==> src/sv/tapsc_pkg.sv <==
// Shared types, widths, register codes and reset values for the two-axis
// PD servo controller. No dependencies; every other file imports this package.

package tapsc_pkg;

    // Field widths
    localparam int TILT_W  = 13;
    localparam int OFF_W   = 10;
    localparam int TIME_W  = 32;
    localparam int GAIN_W  = 16;
    localparam int SLOPE_W = 16;
    localparam int ICPT_W  = 8;
    localparam int SERVO_W = 8;
    localparam int RATE_W  = 32;

    // Configuration port
    localparam int CFG_IDX_W  = 4;
    localparam int CFG_DATA_W = 16;

    // Fixed-point scaling
    localparam int GAIN_FRAC_BITS       = 12;
    localparam int SERVO_SHIFT          = GAIN_FRAC_BITS + 12;
    localparam int TICKS_PER_SECOND_DEF = 1000000;

    // Shared multiplier and accumulator widths
    localparam int MUL_A_W = 17;
    localparam int MUL_B_W = 33;
    localparam int MUL_W   = MUL_A_W + MUL_B_W;
    localparam int SUM_W   = 50;
    localparam int SPLIT_W = 25;
    localparam int ACC_W   = MUL_W + SPLIT_W;

    // Largest magnitude of an angle difference
    localparam longint unsigned DIFF_MAX_MAG = 64'd8191;

    localparam int SERVO_MAX = 180;

    // Derivative saturation values
    localparam logic signed [RATE_W-1:0] RATE_POS_SAT = 32'sh7FFF_FFFF;
    localparam logic signed [RATE_W-1:0] RATE_NEG_SAT = 32'sh8000_0000;

    // Register reset values
    localparam logic [GAIN_W-1:0]         PROP_GAIN_RST   = 16'd1229;
    localparam logic [GAIN_W-1:0]         DERIV_GAIN_RST  = 16'd410;
    localparam logic signed [OFF_W-1:0]   OFFSET_X_RST    = 10'sd12;
    localparam logic signed [OFF_W-1:0]   OFFSET_Y_RST    = 10'sd16;
    localparam logic signed [SLOPE_W-1:0] SLOPE_X_RST     = 16'sd1249;
    localparam logic [ICPT_W-1:0]         INTERCEPT_X_RST = 8'd72;
    localparam logic signed [SLOPE_W-1:0] SLOPE_Y_RST     = -16'sd1014;
    localparam logic [ICPT_W-1:0]         INTERCEPT_Y_RST = 8'd52;

    // Register indexes
    typedef enum logic [CFG_IDX_W-1:0] {
        REG_PROP_GAIN   = 4'd0,
        REG_DERIV_GAIN  = 4'd1,
        REG_OFFSET_X    = 4'd2,
        REG_OFFSET_Y    = 4'd3,
        REG_SLOPE_X     = 4'd4,
        REG_INTERCEPT_X = 4'd5,
        REG_SLOPE_Y     = 4'd6,
        REG_INTERCEPT_Y = 4'd7
    } reg_idx_t;

    // Datapath operations, one per cycle
    typedef enum logic [3:0] {
        OP_NONE,
        OP_ANGLE,   // offset, saturate, compare, time delta
        OP_TMUL,    // difference times tick rate
        OP_DLOAD,   // load divider
        OP_DSTEP,   // two quotient bits
        OP_DDONE,   // saturate rate, update kept angle and time
        OP_PMUL,    // angle times prop gain
        OP_RMUL,    // rate times deriv gain
        OP_SUM,     // PD sum
        OP_SLO,     // slope times low half of sum
        OP_SHI,     // slope times high half of sum
        OP_ACC,     // combine halves
        OP_SERVO,   // scale, offset, clip
        OP_OUT      // load output register
    } op_t;

    typedef struct packed {
        op_t  op;
        logic axis;
    } dp_cmd_t;

    typedef struct packed {
        logic changed;
        logic out_free;
    } dp_stat_t;

    typedef struct packed {
        logic                  wr;
        logic [CFG_IDX_W-1:0]  idx;
        logic [CFG_DATA_W-1:0] data;
    } cfg_wr_t;

    // Dividend width for a given tick rate, rounded up to even (two bits a step)
    function automatic int div_num_bits(input longint unsigned tps);
        int n;
        n = $clog2(DIFF_MAX_MAG * tps + 64'd1);
        return n + (n % 2);
    endfunction

endpackage

==> src/sv/tapsc_ctrl.sv <==
// Sequencer for the two-axis PD servo controller: walks each axis through
// the datapath operations. Depends on tapsc_pkg.

module tapsc_ctrl
    import tapsc_pkg::*;
#(
    parameter int DIV_STEPS = div_num_bits(TICKS_PER_SECOND_DEF) / 2
)
(
    input  logic     clk,
    input  logic     rst_n,
    input  logic     in_valid,
    output logic     in_stall,
    output dp_cmd_t  cmd,
    input  dp_stat_t stat
);

    localparam int CNT_W = $clog2(DIV_STEPS + 1);

    typedef enum logic [3:0] {
        ST_IDLE,
        ST_ANGLE,
        ST_TMUL,
        ST_DLOAD,
        ST_DSTEP,
        ST_DDONE,
        ST_PMUL,
        ST_RMUL,
        ST_SUM,
        ST_SLO,
        ST_SHI,
        ST_ACC,
        ST_SERVO,
        ST_OUTW,
        ST_OUT
    } state_t;

    state_t             state_reg, state_next;
    logic               axis_reg, axis_next;
    logic [CNT_W-1:0]   cnt_reg, cnt_next;
    dp_cmd_t            cmd_reg, cmd_next;
    logic               stall_reg, stall_next;

    function automatic op_t op_of(input state_t s);
        op_t o;
        unique case (s)
            ST_ANGLE: o = OP_ANGLE;
            ST_TMUL:  o = OP_TMUL;
            ST_DLOAD: o = OP_DLOAD;
            ST_DSTEP: o = OP_DSTEP;
            ST_DDONE: o = OP_DDONE;
            ST_PMUL:  o = OP_PMUL;
            ST_RMUL:  o = OP_RMUL;
            ST_SUM:   o = OP_SUM;
            ST_SLO:   o = OP_SLO;
            ST_SHI:   o = OP_SHI;
            ST_ACC:   o = OP_ACC;
            ST_SERVO: o = OP_SERVO;
            ST_OUT:   o = OP_OUT;
            default:  o = OP_NONE;
        endcase
        return o;
    endfunction

    // Next state
    always_comb
    begin
        state_next = state_reg;
        axis_next  = axis_reg;
        cnt_next   = cnt_reg;
        unique case (state_reg)
            ST_IDLE:
            begin
                if (in_valid)
                begin
                    state_next = ST_ANGLE;
                    axis_next  = 1'b0;
                end
            end
            ST_ANGLE: state_next = ST_TMUL;
            ST_TMUL:  state_next = stat.changed ? ST_DLOAD : ST_PMUL;
            ST_DLOAD:
            begin
                state_next = ST_DSTEP;
                cnt_next   = CNT_W'(DIV_STEPS - 1);
            end
            ST_DSTEP:
            begin
                if (cnt_reg == '0)
                    state_next = ST_DDONE;
                else
                    cnt_next = cnt_reg - 1'b1;
            end
            ST_DDONE: state_next = ST_PMUL;
            ST_PMUL:  state_next = ST_RMUL;
            ST_RMUL:  state_next = ST_SUM;
            ST_SUM:   state_next = ST_SLO;
            ST_SLO:   state_next = ST_SHI;
            ST_SHI:   state_next = ST_ACC;
            ST_ACC:   state_next = ST_SERVO;
            ST_SERVO:
            begin
                if (axis_reg)
                    state_next = ST_OUTW;
                else
                begin
                    state_next = ST_ANGLE;
                    axis_next  = 1'b1;
                end
            end
            ST_OUTW:  state_next = stat.out_free ? ST_OUT : ST_OUTW;
            ST_OUT:   state_next = ST_IDLE;
            default:  state_next = ST_IDLE;
        endcase
        cmd_next.op   = op_of(state_next);
        cmd_next.axis = axis_next;
        stall_next    = (state_next != ST_IDLE);
    end

    // State and registered outputs
    always_ff @(posedge clk or negedge rst_n)
    begin
        if (!rst_n)
        begin
            state_reg <= ST_IDLE;
            axis_reg  <= 1'b0;
            cnt_reg   <= '0;
            cmd_reg   <= '{op: OP_NONE, axis: 1'b0};
            stall_reg <= 1'b0;
        end
        else
        begin
            state_reg <= state_next;
            axis_reg  <= axis_next;
            cnt_reg   <= cnt_next;
            cmd_reg   <= cmd_next;
            stall_reg <= stall_next;
        end
    end

    assign cmd      = cmd_reg;
    assign in_stall = stall_reg;

endmodule

==> src/sv/tapsc_dp.sv <==
// Datapath of the two-axis PD servo controller: configuration registers,
// per-axis state, shared multiplier, radix-4 divider and output register.
// Depends on tapsc_pkg.

module tapsc_dp
    import tapsc_pkg::*;
#(
    parameter int TICKS_PER_SECOND = TICKS_PER_SECOND_DEF
)
(
    input  logic                      clk,
    input  logic                      rst_n,
    input  dp_cmd_t                   cmd,
    output dp_stat_t                  stat,
    input  cfg_wr_t                   cfg,
    input  logic                      in_take,
    input  logic signed [TILT_W-1:0]  tilt_x,
    input  logic signed [TILT_W-1:0]  tilt_y,
    input  logic [TIME_W-1:0]         time_us,
    output logic                      out_valid,
    input  logic                      out_stall,
    output logic [SERVO_W-1:0]        servo_x,
    output logic [SERVO_W-1:0]        servo_y,
    output logic signed [TILT_W-1:0]  angle_x,
    output logic signed [TILT_W-1:0]  angle_y
);

    localparam int NUM_E = div_num_bits(longint'(TICKS_PER_SECOND));
    localparam int QX_W  = (NUM_E > RATE_W + 1) ? NUM_E : RATE_W + 1;
    localparam int SH_W  = ACC_W - SERVO_SHIFT;
    localparam int DIFF_W = TILT_W + 1;
    localparam logic signed [MUL_B_W-1:0] TPS_B = MUL_B_W'(TICKS_PER_SECOND);
    localparam logic signed [TILT_W-1:0] ANG_MAX = TILT_W'(2 ** (TILT_W - 1) - 1);
    localparam logic signed [TILT_W-1:0] ANG_MIN = TILT_W'(-(2 ** (TILT_W - 1)));
    localparam logic [ACC_W-1:0] RND = ACC_W'((64'd1 << SERVO_SHIFT) - 64'd1);
    localparam logic [QX_W-1:0] Q_POS_LIM = QX_W'(64'h7FFF_FFFF);
    localparam logic [QX_W-1:0] Q_NEG_LIM = QX_W'(64'h8000_0000);

    // Configuration registers
    logic [GAIN_W-1:0]         prop_gain_reg, deriv_gain_reg;
    logic signed [OFF_W-1:0]   offset_x_reg, offset_y_reg;
    logic signed [SLOPE_W-1:0] slope_x_reg, slope_y_reg;
    logic [ICPT_W-1:0]         intercept_x_reg, intercept_y_reg;

    // Per-axis state
    logic signed [TILT_W-1:0]  kept_ang_reg [2];
    logic [TIME_W-1:0]         kept_time_reg [2];
    logic signed [RATE_W-1:0]  rate_reg [2];

    // Captured item and per-axis results
    logic signed [TILT_W-1:0]  tilt_x_reg, tilt_y_reg;
    logic [TIME_W-1:0]         time_reg;
    logic signed [TILT_W-1:0]  ang_reg [2];
    logic [SERVO_W-1:0]        servo_reg [2];

    // Working registers
    logic                      changed_reg;
    logic signed [DIFF_W-1:0]  diff_reg;
    logic [TIME_W-1:0]         dt_reg;
    logic signed [MUL_W-1:0]   mul_reg;
    logic                      neg_reg;
    logic [NUM_E-1:0]          num_reg;
    logic [NUM_E-1:0]          quo_reg;
    logic [TIME_W-1:0]         rem_reg;
    logic signed [SUM_W-1:0]   sum_reg;
    logic signed [ACC_W-1:0]   acc_reg;

    // Output register
    logic                      out_valid_reg;
    logic [SERVO_W-1:0]        servo_x_reg, servo_y_reg;
    logic signed [TILT_W-1:0]  angle_x_reg, angle_y_reg;

    logic                      ax;
    assign ax = cmd.axis;

    // Angle correction and change detect
    logic signed [TILT_W-1:0]  tilt_sel;
    logic signed [OFF_W-1:0]   off_sel;
    logic signed [TILT_W:0]    raw_sum;
    logic signed [TILT_W-1:0]  ang_sat;
    logic [TIME_W-1:0]         dt_raw, dt_val;

    always_comb
    begin
        tilt_sel = ax ? tilt_y_reg : tilt_x_reg;
        off_sel  = ax ? offset_y_reg : offset_x_reg;
        raw_sum  = (TILT_W + 1)'(tilt_sel) + (TILT_W + 1)'(off_sel);
        if (raw_sum > (TILT_W + 1)'(ANG_MAX))
            ang_sat = ANG_MAX;
        else if (raw_sum < (TILT_W + 1)'(ANG_MIN))
            ang_sat = ANG_MIN;
        else
            ang_sat = raw_sum[TILT_W-1:0];
        dt_raw = time_reg - kept_time_reg[ax];
        dt_val = (dt_raw == '0) ? TIME_W'(1) : dt_raw;
    end

    // Shared multiplier, registered every cycle
    logic signed [MUL_A_W-1:0] mul_a;
    logic signed [MUL_B_W-1:0] mul_b;
    logic signed [MUL_A_W-1:0] slope_eff;
    logic signed [MUL_W-1:0]   mul_p;

    always_comb
    begin
        slope_eff = ax ? -MUL_A_W'(slope_y_reg) : MUL_A_W'(slope_x_reg);
        mul_a = '0;
        mul_b = '0;
        case (cmd.op)
            OP_TMUL:
            begin
                mul_a = MUL_A_W'(diff_reg);
                mul_b = TPS_B;
            end
            OP_PMUL:
            begin
                mul_a = $signed({1'b0, prop_gain_reg});
                mul_b = MUL_B_W'(ang_reg[ax]);
            end
            OP_RMUL:
            begin
                mul_a = $signed({1'b0, deriv_gain_reg});
                mul_b = MUL_B_W'(rate_reg[ax]);
            end
            OP_SLO:
            begin
                mul_a = slope_eff;
                mul_b = $signed({{(MUL_B_W - SPLIT_W){1'b0}}, sum_reg[SPLIT_W-1:0]});
            end
            OP_SHI:
            begin
                mul_a = slope_eff;
                mul_b = MUL_B_W'($signed(sum_reg[SUM_W-1:SPLIT_W]));
            end
            default:
            begin
                mul_a = '0;
                mul_b = '0;
            end
        endcase
        mul_p = MUL_W'(mul_a) * MUL_W'(mul_b);
    end

    // Divider: two restoring steps per cycle
    logic signed [MUL_W-1:0]   mul_abs;
    logic [TIME_W:0]           r1, r2;
    logic                      ge1, ge2;
    logic [TIME_W-1:0]         rem1, rem2;

    always_comb
    begin
        mul_abs = mul_reg[MUL_W-1] ? -mul_reg : mul_reg;
        r1   = {rem_reg, num_reg[NUM_E-1]};
        ge1  = (r1 >= {1'b0, dt_reg});
        rem1 = ge1 ? TIME_W'(r1 - {1'b0, dt_reg}) : r1[TIME_W-1:0];
        r2   = {rem1, num_reg[NUM_E-2]};
        ge2  = (r2 >= {1'b0, dt_reg});
        rem2 = ge2 ? TIME_W'(r2 - {1'b0, dt_reg}) : r2[TIME_W-1:0];
    end

    // Rate saturation
    logic [QX_W-1:0]           quo_x;
    logic signed [RATE_W-1:0]  rate_new;

    always_comb
    begin
        quo_x = QX_W'(quo_reg);
        if (!neg_reg)
            rate_new = (quo_x > Q_POS_LIM) ? RATE_POS_SAT : $signed(quo_x[RATE_W-1:0]);
        else
            rate_new = (quo_x > Q_NEG_LIM) ? RATE_NEG_SAT : -$signed(quo_x[RATE_W-1:0]);
    end

    // Servo scaling: truncate toward zero, add intercept, clip
    logic signed [ACC_W-1:0]   acc_rnd;
    logic signed [SH_W-1:0]    acc_sh;
    logic signed [SH_W-1:0]    servo_v;
    logic [ICPT_W-1:0]         icpt_sel;
    logic [SERVO_W-1:0]        servo_new;

    always_comb
    begin
        icpt_sel = ax ? intercept_y_reg : intercept_x_reg;
        acc_rnd  = acc_reg + (acc_reg[ACC_W-1] ? $signed(RND) : $signed(ACC_W'(0)));
        acc_sh   = SH_W'(acc_rnd >>> SERVO_SHIFT);
        servo_v  = acc_sh + $signed({{(SH_W - ICPT_W){1'b0}}, icpt_sel});
        if (servo_v < 0)
            servo_new = '0;
        else if (servo_v > SH_W'(SERVO_MAX))
            servo_new = SERVO_W'(SERVO_MAX);
        else
            servo_new = servo_v[SERVO_W-1:0];
    end

    // Config, axis state and output valid
    always_ff @(posedge clk or negedge rst_n)
    begin
        if (!rst_n)
        begin
            prop_gain_reg    <= PROP_GAIN_RST;
            deriv_gain_reg   <= DERIV_GAIN_RST;
            offset_x_reg     <= OFFSET_X_RST;
            offset_y_reg     <= OFFSET_Y_RST;
            slope_x_reg      <= SLOPE_X_RST;
            intercept_x_reg  <= INTERCEPT_X_RST;
            slope_y_reg      <= SLOPE_Y_RST;
            intercept_y_reg  <= INTERCEPT_Y_RST;
            kept_ang_reg[0]  <= '0;
            kept_ang_reg[1]  <= '0;
            kept_time_reg[0] <= '0;
            kept_time_reg[1] <= '0;
            rate_reg[0]      <= '0;
            rate_reg[1]      <= '0;
            out_valid_reg    <= 1'b0;
        end
        else
        begin
            if (cfg.wr)
            begin
                unique case (reg_idx_t'(cfg.idx))
                    REG_PROP_GAIN:   prop_gain_reg   <= cfg.data[GAIN_W-1:0];
                    REG_DERIV_GAIN:  deriv_gain_reg  <= cfg.data[GAIN_W-1:0];
                    REG_OFFSET_X:    offset_x_reg    <= $signed(cfg.data[OFF_W-1:0]);
                    REG_OFFSET_Y:    offset_y_reg    <= $signed(cfg.data[OFF_W-1:0]);
                    REG_SLOPE_X:     slope_x_reg     <= $signed(cfg.data[SLOPE_W-1:0]);
                    REG_INTERCEPT_X: intercept_x_reg <= cfg.data[ICPT_W-1:0];
                    REG_SLOPE_Y:     slope_y_reg     <= $signed(cfg.data[SLOPE_W-1:0]);
                    REG_INTERCEPT_Y: intercept_y_reg <= cfg.data[ICPT_W-1:0];
                    default:         ;
                endcase
            end
            if (cmd.op == OP_DDONE)
            begin
                rate_reg[ax]      <= rate_new;
                kept_ang_reg[ax]  <= ang_reg[ax];
                kept_time_reg[ax] <= time_reg;
            end
            if (cmd.op == OP_OUT)
                out_valid_reg <= 1'b1;
            else if (!out_stall)
                out_valid_reg <= 1'b0;
        end
    end

    // Payload and working registers
    always_ff @(posedge clk)
    begin
        mul_reg <= mul_p;
        if (in_take)
        begin
            tilt_x_reg <= tilt_x;
            tilt_y_reg <= tilt_y;
            time_reg   <= time_us;
        end
        case (cmd.op)
            OP_ANGLE:
            begin
                ang_reg[ax] <= ang_sat;
                changed_reg <= (ang_sat != kept_ang_reg[ax]);
                diff_reg    <= DIFF_W'(ang_sat) - DIFF_W'(kept_ang_reg[ax]);
                dt_reg      <= dt_val;
            end
            OP_DLOAD:
            begin
                neg_reg <= mul_reg[MUL_W-1];
                num_reg <= mul_abs[NUM_E-1:0];
                quo_reg <= '0;
                rem_reg <= '0;
            end
            OP_DSTEP:
            begin
                num_reg <= {num_reg[NUM_E-3:0], 2'b00};
                quo_reg <= {quo_reg[NUM_E-3:0], ge1, ge2};
                rem_reg <= rem2;
            end
            OP_RMUL:  sum_reg <= SUM_W'(mul_reg);
            OP_SUM:   sum_reg <= sum_reg + SUM_W'(mul_reg);
            OP_SHI:   acc_reg <= ACC_W'(mul_reg);
            OP_ACC:   acc_reg <= acc_reg + (ACC_W'(mul_reg) <<< SPLIT_W);
            OP_SERVO: servo_reg[ax] <= servo_new;
            OP_OUT:
            begin
                servo_x_reg <= servo_reg[0];
                servo_y_reg <= servo_reg[1];
                angle_x_reg <= ang_reg[0];
                angle_y_reg <= ang_reg[1];
            end
            default: ;
        endcase
    end

    assign stat.changed  = changed_reg;
    assign stat.out_free = !out_valid_reg || !out_stall;

    assign out_valid = out_valid_reg;
    assign servo_x   = servo_x_reg;
    assign servo_y   = servo_y_reg;
    assign angle_x   = angle_x_reg;
    assign angle_y   = angle_y_reg;

endmodule

==> src/sv/two_axis_pd_servo_control.sv <==
// A sample beat is taken only while idle: in_stall stays high from the accepted beat
//   until the results of both axes are loaded into the output register.
// The 2-bit-per-cycle divider dominates the work when an angle changes.
// A finished result waits in the output register while the next beat is taken.
// Reset (rst_n, async, active low) loads register defaults and clears the kept
//   angles, times and rates; no clearing pass.

module two_axis_pd_servo_control
    import tapsc_pkg::*;
#(
    parameter int TICKS_PER_SECOND = TICKS_PER_SECOND_DEF
)
(
    input  logic                      clk,
    input  logic                      rst_n,
    input  logic                      in_valid,
    output logic                      in_stall,
    input  logic signed [TILT_W-1:0]  tilt_x,
    input  logic signed [TILT_W-1:0]  tilt_y,
    input  logic [TIME_W-1:0]         time_us,
    output logic                      out_valid,
    input  logic                      out_stall,
    output logic [SERVO_W-1:0]        servo_x,
    output logic [SERVO_W-1:0]        servo_y,
    output logic signed [TILT_W-1:0]  angle_x,
    output logic signed [TILT_W-1:0]  angle_y,
    input  logic                      cfg_valid,
    output logic                      cfg_ready,
    input  logic [CFG_IDX_W-1:0]      cfg_index,
    input  logic [CFG_DATA_W-1:0]     cfg_data
);

    localparam int DIV_STEPS = div_num_bits(longint'(TICKS_PER_SECOND)) / 2;

    dp_cmd_t  cmd;
    dp_stat_t stat;
    cfg_wr_t  cfg;
    logic     in_take;

    // Config writes are always accepted and never stalled
    assign cfg_ready = 1'b1;
    assign cfg.wr    = cfg_valid && cfg_ready;
    assign cfg.idx   = cfg_index;
    assign cfg.data  = cfg_data;

    assign in_take = in_valid && !in_stall;

    tapsc_ctrl #(
        .DIV_STEPS (DIV_STEPS)
    ) u_ctrl (
        .clk      (clk),
        .rst_n    (rst_n),
        .in_valid (in_valid),
        .in_stall (in_stall),
        .cmd      (cmd),
        .stat     (stat)
    );

    tapsc_dp #(
        .TICKS_PER_SECOND (TICKS_PER_SECOND)
    ) u_dp (
        .clk       (clk),
        .rst_n     (rst_n),
        .cmd       (cmd),
        .stat      (stat),
        .cfg       (cfg),
        .in_take   (in_take),
        .tilt_x    (tilt_x),
        .tilt_y    (tilt_y),
        .time_us   (time_us),
        .out_valid (out_valid),
        .out_stall (out_stall),
        .servo_x   (servo_x),
        .servo_y   (servo_y),
        .angle_x   (angle_x),
        .angle_y   (angle_y)
    );

endmodule

==> config.mk <==
export PLATFORM = sky130hd
export DESIGN_NAME = two_axis_pd_servo_control
export DESIGN_NICKNAME = d
export VERILOG_FILES = /design/src/sv/tapsc_pkg.sv /design/src/sv/tapsc_ctrl.sv /design/src/sv/tapsc_dp.sv /design/src/sv/two_axis_pd_servo_control.sv
export SDC_FILE = /design/constraint.sdc
export NUM_CORES = 2
export LEC_CHECK = 0
export ABC_AREA = 1
export BUFFER_PORTS_ARGS = -buffer_cell sky130_fd_sc_hd__buf_2
export CAP_MARGIN = 0
export CORE_MARGIN = 8
export CORE_UTILIZATION = 60
export CTS_BUF_LIST = sky130_fd_sc_hd__clkbuf_4 sky130_fd_sc_hd__clkbuf_8
export DETAILED_ROUTE_END_ITERATION = 8
export PLACE_DENSITY = 0.91
export SYNTH_ARGS = -nofsm -noshare
export SYNTH_HDL_FRONTEND = slang
export SYNTH_HIERARCHICAL = 1
export SYNTH_SLANG_ARGS = --single-unit
==> constraint.sdc <==
create_clock -name clk -period 8.5 [get_ports clk]
set_clock_uncertainty 0.1 [all_clocks]
set_input_delay 0.425 -clock clk [delete_from_list [all_inputs] [get_ports clk]]
set_output_delay 0.425 -clock clk [all_outputs]
set_load 0.01 [all_outputs]
Word level (Yosys, flattened, before mapping)
Memory sizes are Yosys's and may differ from the RTL's. A register that Yosys moved wholly into a read port is not among the register bits.
Cells that the tools add are included.

storage, ports and cells
  register bits after elaboration = 647
  bits in latches = 0
  bits in writable memories = 42
  ROM bits = 64
  bits of input ports = 83
  output and inout bits = 45
  memories kept = 3

memories
  memory           depth  width  rd ports  clocked after Yosys merged registers in  wr ports  line              RTL
  (no name shown)  16     4      1         1                                        0         tapsc_ctrl.sv:46  unique case (s)
  u_dp.ang_reg     2      13     3         2                                        1         tapsc_dp.sv:53    logic signed [TILT_W-1:0] ang_reg [2];
  u_dp.servo_reg   2      8      2         2                                        1         tapsc_dp.sv:54    logic [SERVO_W-1:0] servo_reg [2];

operators by class
  $add $sub $neg = 13
  $mul = 1
  divide/modulo/power cells = 0
  $lt $le $gt $ge = 10
  eq/ne operators = 37
  shift operators = 0
  mux-type cells = 54
  bitwise gates (word level) = 1
  reduce and logical (&&, ||, !) cells = 28

operator list
  operator                count
  $mux W32                12
  $pmux W33 S5            1
  $add A75 B75 Y75        2
  $pmux W75 S2            1
  $pmux W34 S2            2
  $bwmux W64              2
  $pmux W50 S2            1
  $sub A32 B32 Y32        3
  $mux W13                7
  $pmux W17 S4            1
  $ge A33 B32 Y1          2
  $pmux W32 S2            1
  $pmux W4 S14            1
  $add A51 B9 Y51         1
  $gt A51 B9 Y1 const B   1
  $lt A51 B1 Y1 const B   1
  $add A50 B50 Y50        1
  $mul A17 B33 Y50        1
  $eq A4 B3 Y1 const B    12
  $eq A4 B4 Y1 const B    12
  $gt A34 B31 Y1 const B  1
  $gt A34 B32 Y1 const B  1
  $mux W34                1
  $neg A34 Y34            1
  39 further kinds        75

Depth between registers and ports, before layout
  depth in word-level cells = 6
  gate-level depth with buffers = 44
  gate-level depth less buffers = 41

By module
Netlist, hierarchy kept.

by module, submodules not included
  module                     instances  cells an instance  area each (um2)
  tapsc_dp                   1          8327               65666.7
  tapsc_ctrl                 1          110                868.3
  two_axis_pd_servo_control  1          4                  21.3

Worst setup path before layout
OpenSTA, ideal clock, no wires.

  kind = flip-flop to flip-flop
  start = register, netlist name u_ctrl/cmd[4]
  end = register u_dp.num_reg[0] (enable)
  setup time = 697 ps
  arrival time = 7561 ps
  slack = 142 ps
  stages on the path, launching flop included = 4
  path buffers = 0
  clock period less this slack = 8358 ps
  path through = dfrtp_1 nor2_1 inv_1 o21ai_0

between the ends
  cells in the longest elaborated chain, start to end = 2

RTL lines
  element                                              line             RTL
  $eq A4 B2 Y1 / $eq A4 B3 Y1 (equally long branches)  tapsc_dp.sv:255  case (cmd.op)
  $reduce_bool A2 Y1 (no line) *                       --
  to (signal assigned)                                 tapsc_dp.sv:266  num_reg <= mul_abs[NUM_E-1:0];
  to (signal assigned)                                 tapsc_dp.sv:272  num_reg <= {num_reg[NUM_E-3:0], 2'b00};
  to (decl)                                            tapsc_dp.sv:62   logic [NUM_E-1:0] num_reg;

Mark *: on every way between the ends. The rest lies on a longest branch, timed or not.
A chain may end at the register's enable or synchronous reset.

Worst setup path after layout
  start = register u_ctrl.cmd_reg (netlist bit u_ctrl/cmd[0])
  end = register u_dp.mul_reg[42]

between the ends
  cells in the longest elaborated chain, start to end = 6

RTL lines
  element                                       line               RTL
  from (decl)                                   tapsc_ctrl.sv:41   dp_cmd_t cmd_reg, cmd_next;
  from (signal assigned)                        tapsc_ctrl.sv:128  cmd_reg <= '{op: OP_NONE, axis: 1'b0};
  from (signal assigned)                        tapsc_ctrl.sv:136  cmd_reg <= cmd_next;
  $not A1 Y2 (implied by the code)              tapsc_dp.sv:123    mul_b = MUL_B_W'(rate_reg[ax]);
  $mux W32 (implied by the code) (3 in series)  tapsc_dp.sv:123
  $pmux W33 S5                                  tapsc_dp.sv:109    case (cmd.op)
  $mul A17 B33 Y50 *                            tapsc_dp.sv:141    mul_p = MUL_W'(mul_a) * MUL_W'(mul_b);
  net u_dp.mul_p[42]                            tapsc_dp.sv:102    logic signed [MUL_W-1:0] mul_p;
  to (signal assigned)                          tapsc_dp.sv:248    mul_reg <= mul_p;
  to (decl)                                     tapsc_dp.sv:60     logic signed [MUL_W-1:0] mul_reg;

Mark *: on every way through the listed nets, which the timed path passes. The rest lies on a longest branch. The select of a mux whose other input is x is not followed.

==> key figures <==
Outcome
  • Run status: finished, violations left
  • Violations in the final reports: capacitance limit, slew limit

Power
  • Static Leak: 36.0 nW
  • Peak supply drop: 317 uV
  • Power per cell area: 433 nW/um^2

Synthesis
  • Netlist area before placement: 66600 sq um
  • Most frequently used flop master after synthesis: sky130_fd_sc_hd__edfxtp_1
  • Share of synthesized area spent on multiplexers: 0.632%
  • Synth Register Bits: 735
  • Synthesized-area fraction occupied by ao, oa, aoi and oai cells: 11.1%
  • Number of enable flip-flop cells after synthesis: around 420
  • Synth warn: 6
  • Average cell area after synthesis: slightly below 8 sq um
  • Number of standard cells after synthesis: 8441
  • Top-area cell type share of the netlist area: 18.7%
  • Total nets after synthesis: 9429
  • Post-synthesis share of cell area spent on xor and xnor gates: under 10%
  • Share of synthesized area occupied by flip-flops and latches: between 30% and 40%
  • Simple logic cell fraction of the synthesized area: 21.3%
  • Combinational family with the most area after synthesis: adder cells
  • Fraction of the mapped netlist area in adder cells: 23.0%
  • Post-synthesis cell type with the largest combined area: sky130_fd_sc_hd__edfxtp_1
  • Cell variety after synth: between 70 and 80
  • Top area cells in the synthesized netlist: sky130_fd_sc_hd__edfxtp_1 (19%), sky130_fd_sc_hd__fa_1 (16%), sky130_fd_sc_hd__nand2_1 (11%)
  • Fraction of registers with async set or reset after synthesis: 36.7%

Worst setup path
  • CP arrival: approximately 9 ns
  • Worst EP required: 9.03 ns
  • Crit-path slowest cell: sky130_fd_sc_hd__dfrtp_4
  • Type of the worst setup path: register to register
  • Crit path capture type: register
  • Launching element type of the critical path: register
  • Critical path's largest stage delay: 0.63 ns
  • Worst-path fanout max: 35

Final layout
  • Share of post-route cells with drive strength above 1: 8.62%
  • Area used by multi-input combinational logic: 40200 sq um
  • Flip-flop and latch area: just over 20000 sq um
  • Number of filler cells placed in the layout: 8415
  • Count of nets after finishing: 9723
  • Area delta synth->final: 10.6%
  • Post-route non-filler standard cell count: 10300
  • Flip-flop count of the largest register after layout: 75

Global routing
  • Global Route met2 Usage: between 50% and 60%
  • Largest net degree at the start of global routing: ~180
  • Busiest layer in global routing: met2
  • Global-route wire length before repair: 334000 microns
  • Vias in the first global route: ~60000
  • Total congestion overflow after global routing: 0
  • Antenna violations before repair: 12
  • GRT met1 Usage: 42.3%
  • GRT Overall Usage: 34.5%
  • Fraction of met3 tracks used by global routing: 9.17%

Place
  • Instance count after placement with tap cells included: approximately 10000
  • DP Worst Slack: 0.0621 ns
  • Final weighted congestion in routability-driven placement: between 1 and 1.5
  • Half-perimeter wire length after placement: about 160000 microns
  • Port Buffer Count: 126

Floorplan
  • Site row count: 122
  • Area of the placeable core: 110000 sq um
  • Horizontal extent of the die: 349 microns
  • Num ports: 128
  • Floorplan die height: 349 microns
  • Floorplan die area: around 120000 sq um
  • Starting utilization of the core area: between 60% and 70%

Timing
  • Post-Route Setup TNS: 0 ns
  • Achievable clock frequency: 121 MHz
  • Setup slack of the critical path after layout: 0.216 ns
  • Number of endpoints with negative hold slack in the final report: 0
  • Min Clock Period, post-route: 8.28 ns
  • Hold_ws: ~0.11 ns
  • Count of final max-slew check failures: 4
  • Post-route clock period utilization: between 90% and 100%
  • Normalized max-slew margin: -1.34%
  • Final setup violation count: 0
  • Worst-Margin Slew: 1.50 ns

Detailed routing
  • Overall via count from detail_route: between 60000 and 70000
  • Routed Wire Length: 214000 microns
  • Vias per std cell: between 5 and 6
  • Number of iterations in the first detailed-routing pass: 7
  • Iteration-0 DRC count of the detailed router: just under 8000
  • Wirelength per Cell: 20.7 microns
  • Remaining antenna violation count after routing: 0
  • Post-route DRC violation count: 0

CTS
  • Number of buffers on the longest clock path: 3
  • Inserted Clock Buffers: 118
  • Clock network latency to the later pin of the worst-skew pair: between 0.8 and 0.9 ns
  • Root Buffer Master: sky130_fd_sc_hd__clkbuf_8
  • Number of H-tree levels: 3
  • Number of clock sinks seen by CTS: 735
  • Clock tree from TritonCTS: done
  • Reg clk slew, reported paths: 0.07 ns

Job
  • Maximum Capacitance Violations: 1

Worst hold path
  • Hold Crit Class: input pin to asynchronous set/reset pin
-- layer usage --
| layer | up-vias | part of all wire (%) | routed length, microns |
|---|---|---|---|
| li1 | 27500 | - | - |
| met3 | 981 | 12 | 25000 |
| met4 | 8 | 7.2 | 15500 |
| met2 | 4220 | 45 | 95800 |
| met5 | - | 0.023 | 50 |
| met1 | 28800 | 36 | 78000 |
-- placed cells by master, fill, tap and decap left out, drive strengths merged, types with 238 or more instances in the layout --
cell type and n:
edfxtp 415, nand2 1973, ha 371, dfrtp 238
a21oi 425, fa 534, nand3 257, nor2 942
inv 1468, buf 301, o21ai 653
-- through the flow --
step,util (%),power [mW],area (sq um)
floorplan,-,20.6,66600
global placement,63.1,26.2,69700
detailed placement,63.1,26.9,69700
CTS,66.4,30.7,73300
global route,66.7,34.2,73600
finish,66.7,31.9,73600
-- critical path, delay by kind of cell (launching register included) --
family / cells / cell delay (ns)
fa+ha+maj: 7 / 3.49
xor+xnor: 1 / 0.16
flops: 1 / 0.63
simple gates: 6 / 1.05
compound gates: 8 / 1.65
buf+inv: 8 / 0.99
-- path summary, 6_finish.rpt --
kind / start / to / slack (ns) / cells past startpoint
min in group clk: cfg_index[1] / u_dp/intercept_x_reg[6]$_DFFE_PN1P_ / 0.11 / 5
setup reg to reg: u_ctrl/cmd[0]$_DFFE_PN0P_ / u_dp/mul_reg[42]$_DFF_P_ / 0.22 / 30
hold reg to reg: u_dp/servo_reg[0][4]$_DFFE_PP_ / u_dp/servo_x[4]$_DFFE_PP_ / 0.32 / 0
hold / removal: rst_n / u_dp/offset_y_reg[9]$_DFFE_PN0P_ / 0.11 / 2
setup / recovery: u_ctrl/cmd[0]$_DFFE_PN0P_ / u_dp/mul_reg[42]$_DFF_P_ / 0.22 / 30
max in group asynchronous: rst_n / u_dp/rate_reg[23]$_DFFE_PN0P_ / 6.62 / 3
-- Yosys cell counts (all sizes together) (7+ instances only) --
library cell     n
nor3            81
nand2         1973
xnor2          116
nand4           78
xor2           178
clkbuf         184
ha             371
fa             534
o221ai          15
clkinv          24
a211oi           8
o21bai          25
inv           1464
mux2i           42
and2            11
nand3b          20
o21ai          653
dfxtp           50
a21o            21
a21boi          25
buf             21
a31oi           70
nand3          257
dfrtp          238
nor4            32
edfxtp         415
or2             28
a22o            19
o31ai           26
nor2           942
a21oi          425
a221oi           7
dfstp           32
o21a            23
o211ai          10
-- cell type report --
cell class              count  share of cell area, %
flip-flops and latches    735                   27.5
multi-input cells        6013                   54.6
well taps                1488                   2.53
repair buffers            378                   3.89
diodes                      7                 0.0238
clock buffers             186                   3.10
repair inverters            1                 0.0102
inverters                1488                   7.62
clock inverters            39                  0.695
-- logic make-up (layout without fill, tap and decap cells) --
kind of cell | Yosys count | after routing
other | 1 | 8
flip-flops | 735 | 735
multiplexers | 42 | 42
buffers and inverters | 1693 | 2092
AO/OA/AOI/OAI | 1344 | 1344
adder cells (fa/ha/maj) | 905 | 905
AND/OR/NAND/NOR | 3427 | 3427
XOR/XNOR | 294 | 294
-- repair_timing --
item / CTS / global route
hold buffers: 77 / 0
cloned: 0 / 1
hold endpoints to repair: 246 / 0
setup buffers: 0 / 10
endpoints found under the setup margin: 5 / 22
pin swaps: 0 / 19
gates resized for setup: 3 / 62
-- power breakdown --
| group | switching, mW | leakage (nW) | internal, mW | total [mW] |
|---|---|---|---|---|
| registers | 1.00 | 7.64 | 5.41 | 6.41 |
| logic | 14.3 | 26.9 | 7.57 | 21.9 |
| clock network | 1.61 | 1.46 | 1.99 | 3.59 |
| total | 16.9 | 36.0 | 15.0 | 31.9 |
No activity file was read; power rests on OpenSTA's default activity.
